`src/hw/rtl/ncg_pkg.sv`:
```
`default_nettype none

package ncg_pkg;

    localparam int MAX_ITEMS = 32;
    localparam int MAX_PICK  = 16;

    localparam int SET_W   = 6;
    localparam int PICK_W  = 5;
    localparam int POS_W   = 5;
    localparam int IDX_W   = 4;
    localparam int COUNT_W = 30;
    localparam int SEL_W   = 6;
    localparam int MASK_W  = 32;
    localparam int CFG_W   = 6;

    localparam logic [COUNT_W-1:0] COUNT_MAX = {COUNT_W{1'b1}};
    localparam logic [SEL_W-1:0]   SEL_NONE  = {SEL_W{1'b1}};

    // request codes, anything else is a plain query
    localparam logic [1:0] REQ_RESTART = 2'd0;
    localparam logic [1:0] REQ_ADVANCE = 2'd1;

    // configuration register indexes
    localparam logic CFG_SET_SIZE  = 1'b0;
    localparam logic CFG_PICK_SIZE = 1'b1;

endpackage

`default_nettype wire

```
`src/hw/rtl/next_combination_generator_core.sv`:
```
// Lexicographic k-combination generator. Write set_size (n, index 0) and
// pick_size (k, index 1) over the configuration channel, then send words with
// req_type 0 (restart), 1 (advance) or anything else (query only); every input
// word returns exactly one result word with the running count, the exhausted
// and error flags, the item held at position query_value and the membership of
// item query_value. One shared compare/increment unit walks the positions
// under a small sequencer, one position per cycle, and the block takes no new
// word until the current result is taken. A restart, a query or a blocked
// advance passes through the mask state straight to its result. An advance
// scans from position k-1 down to the first position j that can move, then
// refills positions j+1..k-1, with k up to 16; when the scan finds no such
// position, the advance is reported as exhausted.
`default_nettype none

module next_combination_generator_core (
    input  wire                          aclk,
    input  wire                          aresetn,
    // configuration
    input  wire                          cfg_valid,
    output logic                         cfg_ready,
    input  wire                          cfg_index,
    input  wire  [ncg_pkg::CFG_W-1:0]    cfg_data,
    // request words
    input  wire                          s_valid,
    output logic                         s_ready,
    input  wire  [1:0]                   s_req_type,
    input  wire  [4:0]                   s_query_value,
    // result words
    output logic                         m_valid,
    input  wire                          m_ready,
    output logic [ncg_pkg::COUNT_W-1:0]  m_combo_count,
    output logic                         m_exhausted,
    output logic                         m_config_error,
    output logic signed [ncg_pkg::SEL_W-1:0] m_selected_index,
    output logic                         m_item_selected,
    output logic [ncg_pkg::MASK_W-1:0]   m_selection_mask
);
    import ncg_pkg::*;

    typedef enum logic [4:0] {
        ST_IDLE = 5'b00001,
        ST_SCAN = 5'b00010,
        ST_FILL = 5'b00100,
        ST_MASK = 5'b01000,
        ST_OUT  = 5'b10000
    } state_t;

    state_t                  state_reg, state_next;
    logic [SET_W-1:0]        set_size_reg;
    logic [PICK_W-1:0]       pick_size_reg;
    logic [POS_W-1:0]        pos_reg [MAX_PICK];
    logic [COUNT_W-1:0]      count_reg, count_next;
    logic                    err_reg, err_next;
    logic                    fail_reg, fail_next;
    logic [IDX_W-1:0]        idx_reg, idx_next;
    logic [4:0]              q_reg;
    logic                    exh_reg;
    logic [SEL_W-1:0]        sel_reg;
    logic                    member_reg;
    logic [MASK_W-1:0]       mask_reg;

    logic                    in_accept;
    logic                    sizes_ok;
    logic                    pos_clear;
    logic                    pos_we;
    logic [POS_W-1:0]        pos_wdata;
    logic [IDX_W-1:0]        src_idx;
    logic [POS_W-1:0]        inc_val;
    logic                    can_move;
    logic [IDX_W:0]          idx_plus;
    logic                    more_fill;
    logic [PICK_W-1:0]       kl;
    logic [MASK_W-1:0]       mask_calc;
    logic [SEL_W-1:0]        sel_calc;
    logic [COUNT_W-1:0]      count_inc;

    assign cfg_ready = 1'b1;
    assign s_ready   = (state_reg == ST_IDLE);
    assign m_valid   = (state_reg == ST_OUT);
    assign in_accept = s_valid && s_ready;

    assign sizes_ok = ({1'b0, pick_size_reg} <= set_size_reg)
                   && (set_size_reg <= SET_W'(MAX_ITEMS))
                   && (pick_size_reg <= PICK_W'(MAX_PICK));

    // shared unit: one increment and one movability compare
    assign src_idx  = (state_reg == ST_FILL) ? idx_reg - 1'b1 : idx_reg;
    assign inc_val  = pos_reg[src_idx] + 1'b1;
    assign can_move = ({2'b00, pos_reg[idx_reg]} + {2'b00, pick_size_reg})
                    < ({1'b0, set_size_reg} + {3'b000, idx_reg});
    assign idx_plus  = {1'b0, idx_reg} + 1'b1;
    assign more_fill = idx_plus < pick_size_reg;
    assign count_inc = (count_reg == COUNT_MAX) ? count_reg : count_reg + 1'b1;

    assign kl = (pick_size_reg > PICK_W'(MAX_PICK)) ? PICK_W'(MAX_PICK) : pick_size_reg;

    always_comb begin
        mask_calc = '0;
        for (int j = 0; j < MAX_PICK; j++) begin
            if (PICK_W'(j) < kl) begin
                mask_calc[pos_reg[j]] = 1'b1;
            end
        end
    end

    always_comb begin
        if (q_reg < kl) begin
            sel_calc = {1'b0, pos_reg[q_reg[IDX_W-1:0]]};
        end else begin
            sel_calc = SEL_NONE;
        end
    end

    always_comb begin
        state_next = state_reg;
        count_next = count_reg;
        err_next   = err_reg;
        fail_next  = fail_reg;
        idx_next   = idx_reg;
        pos_clear  = 1'b0;
        pos_we     = 1'b0;
        pos_wdata  = inc_val;
        unique case (state_reg)
            ST_IDLE: begin
                if (in_accept) begin
                    fail_next  = 1'b0;
                    state_next = ST_MASK;
                    priority if (s_req_type == REQ_RESTART) begin
                        if (sizes_ok) begin
                            err_next   = 1'b0;
                            count_next = '0;
                            pos_clear  = 1'b1;
                        end else begin
                            err_next = 1'b1;
                        end
                    end else if (s_req_type == REQ_ADVANCE) begin
                        if (err_reg || !sizes_ok || pick_size_reg == '0) begin
                            fail_next = 1'b1;
                        end else begin
                            idx_next   = IDX_W'(pick_size_reg - 1'b1);
                            state_next = ST_SCAN;
                        end
                    end else begin
                        // plain query, state untouched
                    end
                end
            end
            ST_SCAN: begin
                if (can_move) begin
                    pos_we = 1'b1;
                    if (more_fill) begin
                        idx_next   = idx_plus[IDX_W-1:0];
                        state_next = ST_FILL;
                    end else begin
                        count_next = count_inc;
                        state_next = ST_MASK;
                    end
                end else if (idx_reg == '0) begin
                    fail_next  = 1'b1;
                    state_next = ST_MASK;
                end else begin
                    idx_next = idx_reg - 1'b1;
                end
            end
            ST_FILL: begin
                pos_we = 1'b1;
                if (more_fill) begin
                    idx_next = idx_plus[IDX_W-1:0];
                end else begin
                    count_next = count_inc;
                    state_next = ST_MASK;
                end
            end
            ST_MASK: begin
                state_next = ST_OUT;
            end
            ST_OUT: begin
                if (m_ready) begin
                    state_next = ST_IDLE;
                end
            end
            default: begin
                state_next = ST_IDLE;
            end
        endcase
    end

    always_ff @(posedge aclk) begin
        if (!aresetn) begin
            state_reg     <= ST_IDLE;
            set_size_reg  <= '0;
            pick_size_reg <= '0;
            count_reg     <= '0;
            err_reg       <= 1'b0;
            fail_reg      <= 1'b0;
            idx_reg       <= '0;
            for (int j = 0; j < MAX_PICK; j++) begin
                pos_reg[j] <= POS_W'(j);
            end
        end else begin
            state_reg <= state_next;
            count_reg <= count_next;
            err_reg   <= err_next;
            fail_reg  <= fail_next;
            idx_reg   <= idx_next;
            if (cfg_valid && cfg_ready) begin
                unique case (cfg_index)
                    CFG_SET_SIZE:  set_size_reg  <= cfg_data;
                    CFG_PICK_SIZE: pick_size_reg <= cfg_data[PICK_W-1:0];
                    default: ;
                endcase
            end
            if (pos_clear) begin
                for (int j = 0; j < MAX_PICK; j++) begin
                    pos_reg[j] <= POS_W'(j);
                end
            end else if (pos_we) begin
                pos_reg[idx_reg] <= pos_wdata;
            end
        end
    end

    // result word payload
    always_ff @(posedge aclk) begin
        if (in_accept) begin
            q_reg <= s_query_value;
        end
        if (state_reg == ST_MASK) begin
            exh_reg    <= fail_reg || err_reg || (pick_size_reg == '0);
            sel_reg    <= sel_calc;
            member_reg <= mask_calc[q_reg];
            mask_reg   <= mask_calc;
        end
    end

    assign m_combo_count    = count_reg;
    assign m_exhausted      = exh_reg;
    assign m_config_error   = err_reg;
    assign m_selected_index = sel_reg;
    assign m_item_selected  = member_reg;
    assign m_selection_mask = mask_reg;

    // the count only steps by one or restarts at zero
    a_count_step: assert property (@(posedge aclk) disable iff (!aresetn)
        (count_reg != $past(count_reg)) |->
            (count_reg == $past(count_reg) + 1'b1) || (count_reg == '0))
        else $error("count moved by more than one");

    // an error always reports exhausted
    a_err_exh: assert property (@(posedge aclk) disable iff (!aresetn)
        (m_valid && m_config_error) |-> m_exhausted)
        else $error("error word not flagged exhausted");

    // membership agrees with the mask
    a_member_mask: assert property (@(posedge aclk) disable iff (!aresetn)
        m_valid |-> (m_item_selected == m_selection_mask[q_reg]))
        else $error("membership and mask disagree");

    // positions only change while an advance or restart is at work
    a_pos_quiet: assert property (@(posedge aclk) disable iff (!aresetn)
        (state_reg == ST_OUT) |=> $stable(pos_reg[0]) && $stable(count_reg))
        else $error("state changed while result word waits");

endmodule

`default_nettype wire

```
`config.mk`:
```
export PLATFORM = sky130hd
export DESIGN_NAME = next_combination_generator_core
export DESIGN_NICKNAME = d
export VERILOG_FILES = /design/src/hw/rtl/ncg_pkg.sv /design/src/hw/rtl/next_combination_generator_core.sv
export SDC_FILE = /design/constraint.sdc
export NUM_CORES = 1
export LEC_CHECK = 0
export ABC_AREA = 0
export BUFFER_PORTS_ARGS = -buffer_cell sky130_fd_sc_hd__buf_4
export CAP_MARGIN = 25
export CORE_ASPECT_RATIO = 2
export CORE_MARGIN = 5
export CORE_UTILIZATION = 36
export DETAILED_ROUTE_END_ITERATION = 6
export RECOVER_POWER = 100
export SLEW_MARGIN = 20
export SYNTH_ARGS = -nofsm -noshare
export SYNTH_HDL_FRONTEND = slang
export SYNTH_SLANG_ARGS = --single-unit
```
`constraint.sdc`:
```
create_clock -name aclk -period 6.25 [get_ports aclk]
set_input_delay 0 -clock aclk [delete_from_list [all_inputs] [get_ports aclk]]
set_output_delay 0 -clock aclk [all_outputs]
set_load 0.01 [all_outputs]
```
## Yosys cells after proc, flatten, opt, wreduce, memory -nomap -nowiden

Memory sizes are Yosys's and may differ from the RTL's. A register that Yosys moved wholly into a read port is not among the register bits.
Index checks and enable logic that the tools add are counted.

| word-level totals | value |
|---|---|
| flip-flop bits (word level) | 97 |
| memory bits (writable) | 80 |
| bits of input ports | 19 |
| output and inout port bits | 74 |
| memories | 1 |

| operators by class | value |
|---|---|
| $add $sub $neg | 7 |
| order comparisons | 56 |
| equal/unequal tests | 20 |
| mux-type cells | 122 |
| bitwise gates (word level) | 32 |
| reductions and logical operators | 37 |

Memory list:

| name | words | width | rd ports | clocked after memory_dff | write ports | RTL line | RTL |
|---|---|---|---|---|---|---|---|
| pos_reg | 16 | 5 | 19 | 2 | 16 | next_combination_generator_core.sv:51 | `logic [POS_W-1:0] pos_reg [MAX_PICK];` |

Operators by type and width:

| cell | number |
|---|---|
| $mux 32 | 16 |
| $or 32x32->32 | 15 |
| $mux 30 | 6 |
| $mux 5 | 23 |
| $lt 5x6->1 const B | 17 |
| $pmux 30 s3 | 1 |
| $demux 1 s5 | 16 |
| $ge 5x1->1 const B | 16 |
| $mux 4 | 16 |
| $lt 4x5->1 const A | 8 |
| $mux 1 | 38 |
| $add 30x1->30 const B | 1 |
| $eq 30x30->1 const B | 1 |
| $pmux 5 s5 | 1 |
| $lt 3x5->1 const A | 4 |
| $logic_and 1x1->1 | 19 |
| $or 1x1->1 | 16 |
| $ne 2x2->1 const B | 6 |
| $pmux 4 s3 | 1 |
| $lt 1x5->1 const A | 2 |
| $lt 2x5->1 const A | 2 |
| $lt 5x5->1 | 2 |
| $ne 2x1->1 const B | 5 |
| $reduce_and 4->1 | 2 |
| 33 further kinds | 40 |

## Longest topological paths before layout

Gate-level depths: netlist of run 1.
An unclocked memory read counts as a cell.

| logic depth | value |
|---|---|
| word-level depth | 38 |
| mapped depth | 20 |
| mapped depth without buffers | 16 |

## Worst setup path before layout of run 1

OpenSTA, ideal clock, no wires.

| timing path | value |
|---|---|
| path type | register to register |
| start point | register with a tool-made name |
| end point | memory pos_reg[1][0] (enable) |
| arrival | 4581 ps |
| required time | 5936 ps |
| slack | 1355 ps |
| stages on the path, launching flop included | 20 |
| buffers on the path | 3 |
| clock period less this slack | 4895 ps |
| cell sequence | dfxtp_1 > buf_1 > clkbuf_1 > mux4_2 > mux4_2 > ha_1 > a21o_1 > a21oi_1 > nor2b_1 > o21ai_0 > nand2b_1 > ha_1 > and2_1 > o21ai_0 > o21ai_1 > o21a_1 > nor2_1 > clkbuf_1 > nand3_1 > nand2_1 |

RTL lines:

| element | RTL line |
|---|---|
| end: declaration | next_combination_generator_core.sv:51 |

## Final worst setup path of run 1

| timing path | value |
|---|---|
| start point | register pick_size_reg[4] |
| end point | register member_reg (netlist: m_item_selected), data pin |

| between the ends | value |
|---|---|
| longest elaborated chain between the ends | 36 |
| elaborated cells between the ends (all ways) | 51 |
| classes of those cells | order compare (17); mux (19); bitwise (15) |

Ends and longest elaborated chain:

| element | RTL line | RTL |
|---|---|---|
| start: declaration | next_combination_generator_core.sv:50 | `logic [PICK_W-1:0] pick_size_reg;` |
| start signal: assignment | next_combination_generator_core.sv:209 | `CFG_PICK_SIZE: pick_size_reg <= cfg_data[PICK_W-1:0];` |
| $gt 5x5->1 | next_combination_generator_core.sv:95 | `assign kl = (pick_size_reg > PICK_W'(MAX_PICK)) ? PICK_W'(MAX_PICK) : pick_size_reg;` |
| $mux 5 (*) | next_combination_generator_core.sv:95 |  |
| $lt 1x5->1 | next_combination_generator_core.sv:100 | `if (PICK_W'(j) < kl) begin` |
| $mux 32 | next_combination_generator_core.sv:100 |  |
| $or 32x32->32 (no line) | -- |  |
| $mux 32 | next_combination_generator_core.sv:100 |  |
| $or 32x32->32 (no line) | -- |  |
| $mux 32 | next_combination_generator_core.sv:100 |  |
| [... 20 more ...] | -- |  |
| $or 32x32->32 (no line) | -- |  |
| $mux 32 | next_combination_generator_core.sv:100 |  |
| $or 32x32->32 (no line) | -- |  |
| $mux 32 | next_combination_generator_core.sv:100 |  |
| $or 32x32->32 (no line) | -- |  |
| $mux 32 (*) | next_combination_generator_core.sv:100 |  |
| $bmux 1 s5 (*) | next_combination_generator_core.sv:231 | `member_reg <= mask_calc[q_reg];` |
| $mux 1 (not written as such) (*) | next_combination_generator_core.sv:231 |  |
| end signal: assignment | next_combination_generator_core.sv:231 |  |
| end: declaration | next_combination_generator_core.sv:59 | `logic member_reg;` |

Mark *: on every way between the ends. The rest lies on a longest branch, timed or not. The select of a mux whose other input is x is not followed.
A chain may end at the register's enable or synchronous reset.

==> out/metrics.cfg, run 1 <==
[status]
outcome=complete, but fails checks
violations=DRC, capacitance limit, slew limit

[drt]
wire_per_inst_um=39.62
first_pass_iters=7
antenna_left=0
vias_per_cell=7.034
num_vias=17444
drc=6
drt_iter0_drc=1875
wl_mm=98.25

[cts]
clk_path_buf_depth=2
cts.sinks=185
root_buffer=clkbuf_16
cts_setup_buffers=0
h-tree-depth=4
cts_tree=done
clock_latency_ns=0.48
clk_pin_slew_ns=0.09
cts_buffers=17

[grt]
grt_pass1_vias=17222
antenna_found_initial=10
grt_max_degree=42
grt_pass1_wl_mm=135.3
grt-ovfl-total=0
gr-usage-all-layers_pct=40.23

[worst_hold_path]
hp-class=input port to flop

[synthesis]
synth_top_flop_cell=edfxtp_1
ys_async_sr_fraction_pct=0
synth_cell_types=99
synth_warnings=0
synth_edf_count=125
syn_area_mm2=0.01583
yosysTopAreaCell=edfxtp_1
synthCells=1802
seq_area_frac_synth_pct=31.29
yosysMostFrequentCell=nor2_1
synth_commonest_cells=nor2_1, nand2_1, edfxtp_1
mappedNetlistNets=1858
avgSynthCellArea_um2=8.787
synth-seq-cells=185
synth_top_cell_area_share_pct=23.71
synth.area.top_cells=edfxtp_1, mux4_2, dfxtp_1

[setup_path]
worstSetupPathType=flop to flop
rrSetupSlack_ns=0.45
crit_path_end_kind=flop
worstSetupStartpointType=flop
crit_fanout=19
cp.required_ns=6.46
critPathArrivalTime_ns=6.01

[placement]
place.port_buffers=91
dpl.hpwl_mm=77.38
placed_area_mm2=0.01751
dp_cells=2416
gp_congestion=1.104

[pwr]
pwr-share-comb_pct=39.8
ir_drop_v=0.0001671
p_int_mw=2.599
p_per_area_mw_per_mm2=251.8
power_frac_seq_pct=35.4
switching_share_pct=42.75
switchingPower_mw=1.941
p_leak_nw=5.993
power_frac_clock_pct=24.8

[layout]
layout-drive-gt1-share_pct=14.46
fillers=4492
stdcell_area_mm2=0.01803
final_nets=1966
areaGrowthSynthToFinish_pct=13.88
layout.cells.non_filler=2480
largest_reg_flops=80

[timing]
rsz0062_at_grt=no
finalCritPeriodShare_pct=92.73
hold_slack_ns=0.2610
worst_slew_pin_slew_ns=2.166
fin_crit_ns=5.796
fmax_ghz=0.1725
fin_worst_skew_ns=0.01989
drv_slew=36
fin_tns_setup_ns=0
setup_violations=0
finalHoldViolCount=0
slew-limit-headroom_pct=-48.16

[floorplanning]
dieArea_mm2=0.04853
fp.dieW_um=158.3
dieHeight_um=306.6
fp-row-count=108
start_util_pct=36.39
coreArea_mm2=0.04351
io_pins=93

[job]
maxCapViolCount=2

==> per-layer routing <==
layer	GRT usage [%]	vias to the layer above	wire, µm
li1	-	7193	-
met4	40.71	10	13530
met1	34.87	8504	27600
met5	0.5176	-	84
met3	11.96	546	7695
met2	69.55	1191	49330
==> worst max-delay path, cell delays in order (launching register included) <==
cell	delay [ns]
dfxtp_1	0.47
clkbuf_1	0.56
a2111oi_0	1.25
nor3_1	0.07
clkbuf_1	0.30
a32oi_1	0.90
nand3_1	0.23
nor3_1	0.55
o211ai_1	0.18
or3_1	0.35
a221oi_1	0.52
a311oi_1	0.12
==> final timing paths <==
kind / from / endpoint / cells past startpoint
worst max register to register: pick_size_reg[4] / m_item_selected / 11
worst min register to register: m_config_error / m_config_error / 2
worst min-delay path: s_query_value[4] / q_reg[4] / 2
worst max-delay path: pick_size_reg[4] / m_item_selected / 11
==> cells in the final DEF (no fill, tap or decap), drive strengths merged, types with 33 or more instances in the layout <==
cell type,instances
a21oi,67
buf,110
clkbuf,107
dfxtp,60
edfxtp,125
ha,35
inv,50
mux4,69
nand2,165
nand2b,48
nand3,91
nand3b,34
nand4,33
nor2,186
nor3,53
o21ai,62
o22ai,61
or3,44
==> through the flow <==
step	total power [mW]	worst slack (ns)	util [%]
2_1_floorplan	2.640	1.355	-
6_report	4.540	0.4545	41.44
5_1_grt	4.693	0.2870	41.40
3_5_place_dp	3.379	0.8630	40.25
3_3_place_gp	3.359	0.9602	40.15
4_1_cts	4.510	0.8532	42.11
==> what timing repair did <==
item                      CTS  global route
gates resized for setup     0             0
hold buffers               23             0
hold endpoints to repair   34             0
==> logic make-up after synthesis <==
logic type | after synthesis | synth area share, %
AND/OR/NAND/NOR | 838 | 27.85
buffers and inverters | 178 | 4.623
XOR/XNOR | 27 | 1.802
other | 1 | 0.02368
flip-flops | 185 | 31.29
adder cells (fa/ha/maj) | 37 | 3.019
AO/OA/AOI/OAI | 452 | 20.59
multiplexers | 84 | 10.80
==> power groups by stage <==
stage | Clock (mW) | Sequential, mW | Combinational [mW]
after floorplan | 0 | 1.53 | 1.11
after global placement | 0 | 1.62 | 1.74
after detailed placement | 0 | 1.62 | 1.75
after CTS | 1.14 | 1.60 | 1.77
after global routing | 1.19 | 1.61 | 1.89
final | 1.13 | 1.61 | 1.81
==> layout make-up <==
type	count	area [µm²]	share of cell area [%]
sequential	185	4955	27.48
tap	550	688.2	3.817
timing repair buffer	224	1435	7.959
inverter	43	161.4	0.8952
clock inverter	15	152.6	0.8466
clock buffer	17	425.4	2.359
antenna	7	17.52	0.09715
multi-input combinational	1439	10200	56.55
Note: power is estimated with default switching activity, not from simulation.
==> inputs of run 2 (changes only) <==
ABC_AREA = 1   (was 0)
==> out/metrics.cfg, run 2 <==
[synthesis]
synth_cell_types=52
yosysTopAreaCell=edfxtp_1
seq_area_frac_synth_pct=29.00
synth-seq-cells=185
avgSynthCellArea_um2=6.136
synth.area.top_cells=edfxtp_1, nand2_1, nor2_1
synth_commonest_cells=nand2_1, nor2_1, nand3_1
synth_top_flop_cell=edfxtp_1
syn_area_mm2=0.01708
synth_edf_count=125
yosysMostFrequentCell=nand2_1
ys_async_sr_fraction_pct=0
mappedNetlistNets=2840
synth_top_cell_area_share_pct=21.97
synth_warnings=0
synthCells=2784

[layout]
final_nets=2891
final_common_cell=nand2_1
diodes=0
layout_common_cells=nand2_1, nor2_1, nand3_1
areaGrowthSynthToFinish_pct=9.491
largest_reg_flops=80
layout-drive-gt1-share_pct=3.862

[floorplanning]
fp.dieW_um=164.0
start_util_pct=36.18
io_pins=93
dieHeight_um=318.1
coreArea_mm2=0.04722
fp-row-count=113
dieArea_mm2=0.05218

[pwr]
power_frac_seq_pct=29.3
p_per_area_mw_per_mm2=321.5
pwr-share-comb_pct=52.0
p_leak_nw=7.853
p_int_mw=2.858
switching_share_pct=52.48
power_frac_clock_pct=18.7
ir_drop_v=0.0004601
switchingPower_mw=3.156

[timing]
fin_worst_skew_ns=0.02169
slew-limit-headroom_pct=-41.24
fmax_ghz=0.1852
fin_tns_setup_ns=0
drv_slew=36
finalCritPeriodShare_pct=86.41
finalHoldViolCount=0
setup_violations=0
rsz0062_at_grt=no
hold_slack_ns=0.01185
fin_crit_ns=5.400
worst_slew_pin_slew_ns=2.119

[grt]
grt_max_degree=58
grt_pass1_vias=18490
gr-usage-all-layers_pct=34.23
antenna_found_initial=0
grt-ovfl-total=0
grt_pass1_wl_mm=128.8

[setup_path]
rrSetupSlack_ns=0.85
cp.required_ns=6.62
r2r-end=m_combo_count[16]
cpMostUsedCell=nand2_1
crit_path_end_kind=flop
critPathSlowestCell=dfxtp_2
critPathArrivalTime_ns=5.77
path_cells=nor2_1, a21oi_1, o21ai_0, o22ai_1, o21ai_0, ha_1, fa_1, nand3_1, nand2_1, xor2_1, ha_1, a21oi_1, o31ai_1, inv_1, nand2_1, nand2_1, nand2_1, inv_1, nand3_1, a21oi_1
crit_fanout=55
worstSetupStartpointType=flop
rr_worst_depth=20
max_stage_delay_ns=0.86
worstSetupPathType=flop to flop

[worst_hold_path]
hp-class=input port to flop
hold_end=pick_size_reg[1]
whs_path_depth=3
hold_start=cfg_valid

[cts]
clk_path_buf_depth=2
clk_pin_slew_ns=0.08
cts_buffers=17
clock_latency_ns=0.48
cts_tree=done
cts.sinks=185
h-tree-depth=4
root_buffer=clkbuf_16

[drt]
wire_per_inst_um=26.29
vias_per_cell=5.784
antenna_left=0
first_pass_iters=7
num_vias=20128
wl_mm=91.47
drc=1
drt_iter0_drc=2644

[job]
maxCapViolCount=1

[status]
violations=DRC, capacitance limit, slew limit
outcome=complete, but fails checks

[placement]
place.port_buffers=91
gp_congestion=1.107
dpl.hpwl_mm=75.14

-- run 2: changes by cell type in the layout (fill, tap and decap cells not counted), moves of 53 or more --
cell	before	now
mux4_2	69	0
nor2_1	185	457
nand4_1	33	93
o22ai_1	61	8
o21ai_0	52	158
a21oi_1	67	151
nand3_1	89	317
nand2_1	165	707
buf_4	108	33
inv_1	43	306
-- run 2: layout make-up --
type                       instances  area [µm²]
timing repair buffer             137       787.0
inverter                         321        1205
clock inverter                    14       163.9
multi-input combinational       2173       10360
clock buffer                      18       439.2
sequential                       185        4957
tap                              632       790.8
fill                            5416       28520
-- run 2: kinds of logic after synthesis --
| family | after synthesis | synth area share, % |
|---|---|---|
| XOR/XNOR | 37 | 2.161 |
| multiplexers | 2 | 0.1172 |
| AND/OR/NAND/NOR | 1693 | 42.57 |
| AO/OA/AOI/OAI | 403 | 13.27 |
| flip-flops | 185 | 29.00 |
| other | 1 | 0.02195 |
| buffers and inverters | 426 | 10.06 |
| adder cells (fa/ha/maj) | 37 | 2.798 |
-- run 2: what timing repair did --
item | in CTS | in global routing
resized for setup | 0 | 0
hold buffers | 22 | 0
endpoints found under the hold margin | 32 | 0
setup buffers | 0 | 0
-- run 2: worst max-delay path: cells and delay by family, from the launching register on --
kind                       cells  cell delay, ns
AOI/OAI and AO/OA              7            1.23
xor gates and xnor gates       1            0.15
adders and majority gates      3            0.98
buffers and inverters          2            0.82
DFF                            1            0.86
and+or+nand+nor                7            1.21
-- run 2: worst max path at each step --
stage	start	end	slack, ns	depth (start not counted)
floorplan	flop	pos_reg[8][0]	2.30	22
global placement	flop	pos_reg[3][1]	1.04	21
detailed placement	flop	pos_reg[10][3]	1.01	21
CTS	flop	pos_reg[6][1]	0.99	21
global route	flop	m_combo_count[16]	0.30	22
finish	flop	m_combo_count[16]	0.85	20
-- run 2: through the flow --
stage | std cells | power (mW) | setup slack [ns] | util [%] | instance area [µm²]
CTS | 3480 | 6.012 | 0.9902 | 40.34 | 19050
global placement | 3426 | 4.886 | 1.043 | 38.60 | 18230
finish | 3480 | 6.013 | 0.8496 | 39.61 | 18710
floorplan | 2784 | 3.825 | 2.297 | - | 17080
global route | 3480 | 6.331 | 0.3016 | 39.61 | 18710
detailed placement | 3426 | 4.881 | 1.009 | 38.60 | 18230
-- run 2: power by group through the flow --
stage / registers, mW / logic (mW) / clock network [mW]
floorplan: 1.58 / 2.24 / 0
global placement: 1.78 / 3.11 / 0
detailed placement: 1.78 / 3.10 / 0
CTS: 1.75 / 3.13 / 1.13
global route: 1.78 / 3.38 / 1.18
finish: 1.76 / 3.13 / 1.12
-- run 2: per-layer routing --
layer  vias to the layer above  track usage (%)  wire length [µm]
met2                      1172            54.30             41680
met4                         0            30.02             10120
met5                         -                0                 0
met3                       316            4.727              6905
met1                      9277            39.72             32760
li1                       9363                -                 -
==> inputs of run 3 (changes only) <==
PLACE_DENSITY = 0.54   (was default)
==> out/metrics.cfg, run 3 (synthesized netlist as in run 2, its figures left out) <==
[setup_path]
crit_path_end_kind=flop
cpMostUsedCell=nand2_1
cp.required_ns=6.64
critPathSlowestCell=dfxtp_2
critPathArrivalTime_ns=5.78
max_stage_delay_ns=0.98
crit_fanout=67
worst-path-buf-inv=2
path_cells=nor2_1, a21oi_1, o21ai_0, o22ai_1, o21ai_0, ha_1, fa_1, nand3_1, nand2_1, xor2_1, ha_1, a21oi_1, o31ai_1, inv_1, nand2_1, nand2_1, nand2_1, inv_1, nand3_1, a21oi_1
worstSetupPathType=flop to flop
crit_family=simple AND/OR/NAND/NOR gates
worstSetupStartpointType=flop

[layout]
layout-drive-gt1-share_pct=3.804
areaGrowthSynthToFinish_pct=9.074
final_common_cell=nand2_1
final_nets=2882
fillers=5388
largest_reg_flops=80
diodes=0
layout_common_cells=nand2_1, nor2_1, nand3_1

[timing]
fin_crit_ns=5.398
finalCritPeriodShare_pct=86.37
finalHoldViolCount=0
rsz0062_at_grt=no
worst_slew_pin_slew_ns=1.697
slew-limit-headroom_pct=-13.26
fin_tns_setup_ns=0
fin_worst_skew_ns=0.01832
fmax_ghz=0.1852
setup_violations=0
fin_ws_ns=0.8516
drv_slew=41

[floorplanning]
io_pins=93
dieArea_mm2=0.05218
dieHeight_um=318.1
fp-row-count=113
fp.dieW_um=164.0
start_util_pct=36.18
coreArea_mm2=0.04722

[worst_hold_path]
hp-class=input port to flop

[placement]
gp_congestion=1.137
dpl.hpwl_mm=70.28
place.port_buffers=91
pre_cts_ws_ns=0.9849

[cts]
h-tree-depth=4
cts.sinks=185
cts_tree=done
root_buffer=clkbuf_16
clk_pin_slew_ns=0.08
cts_buffers=17
clk_path_buf_depth=2
clock_latency_ns=0.48

[grt]
grt_pass1_vias=18380
gr-usage-all-layers_pct=32.67
grt_max_degree=68
grt-ovfl-total=0
grt_pass1_wl_mm=124.4
antenna_found_initial=1

[pwr]
p_per_area_mw_per_mm2=317.3
ir_drop_v=0.0002993
p_leak_nw=7.833

[status]
outcome=complete, but fails checks
violations=capacitance limit, slew limit

[drt]
antenna_left=0
drt_iter0_drc=2988
first_pass_iters=7
highest_layer=met5
drc=0
wl_met1_mm=32.60
wire_per_inst_um=25.19
routed-wl-met2_mm=38.65
wl_met3_mm=7.283
wl_mm=87.45
num_vias=20166
vias_per_cell=5.810

[job]
maxCapViolCount=1

run 3: area by class of cell:
class / count / area [µm²] / share of cell area [%]
multi-input combinational: 2173 / 10380 / 55.69
sequential: 185 / 4957 / 26.60
inverter: 321 / 1205 / 6.466
tap: 632 / 790.8 / 4.244
timing repair buffer: 128 / 733.2 / 3.935
clock buffer: 18 / 429.2 / 2.303
clock inverter: 14 / 141.4 / 0.7587
run 3: per-layer routing:
| metal | up-vias | track usage (%) |
|---|---|---|
| li1 | 9348 | - |
| met1 | 9298 | 40.01 |
| met2 | 1197 | 49.89 |
| met3 | 321 | 4.999 |
| met4 | 2 | 27.05 |
| met5 | - | 0 |
run 3: timing repair:
item | CTS | global route
gates resized for setup | 0 | 0
buffers inserted | 0 | 0
hold buffers | 21 | 0
hold endpoints to repair | 32 | 0
run 3: stage by stage:
stage | hold WS [ns] | util (%) | instance area, µm² | std cells | power (mW)
after global routing | 0.06006 | 39.46 | 18630 | 3471 | 6.277
after detailed placement | 0.1901 | 38.45 | 18160 | 3417 | 4.809
after global placement | 0.1903 | 38.45 | 18160 | 3417 | 4.791
final | 0.02449 | 39.46 | 18630 | 3471 | 5.913
after CTS | 0.002936 | 40.11 | 18940 | 3470 | 5.923
after floorplan | 0.09887 | - | 17080 | 2784 | 3.825
run 3: final timing paths:
check | startpoint | endpoint | slack [ns] | cells past startpoint
setup / recovery | flop | m_combo_count[1] | 0.85 | 20
hold / removal | cfg_index | pick_size_reg[4] | 0.02 | 3
setup reg to reg | flop | m_combo_count[1] | 0.85 | 20
hold reg to reg | fail_reg | fail_reg | 0.47 | 2
run 3: report_power, final:
group / internal, mW / switching [mW] / total [mW]
clock: 0.550 / 0.557 / 1.11
combinational: 0.826 / 2.25 / 3.07
sequential: 1.46 / 0.273 / 1.73
total: 2.84 / 3.08 / 5.91
run 3: tightest hold or removal path: cells and delay by family:
kind | cells | cell delay [ns]
AOI/OAI and AO/OA | 1 | 0.19
buffers and inverters | 1 | 0.09
and+or+nand+nor | 1 | 0.18
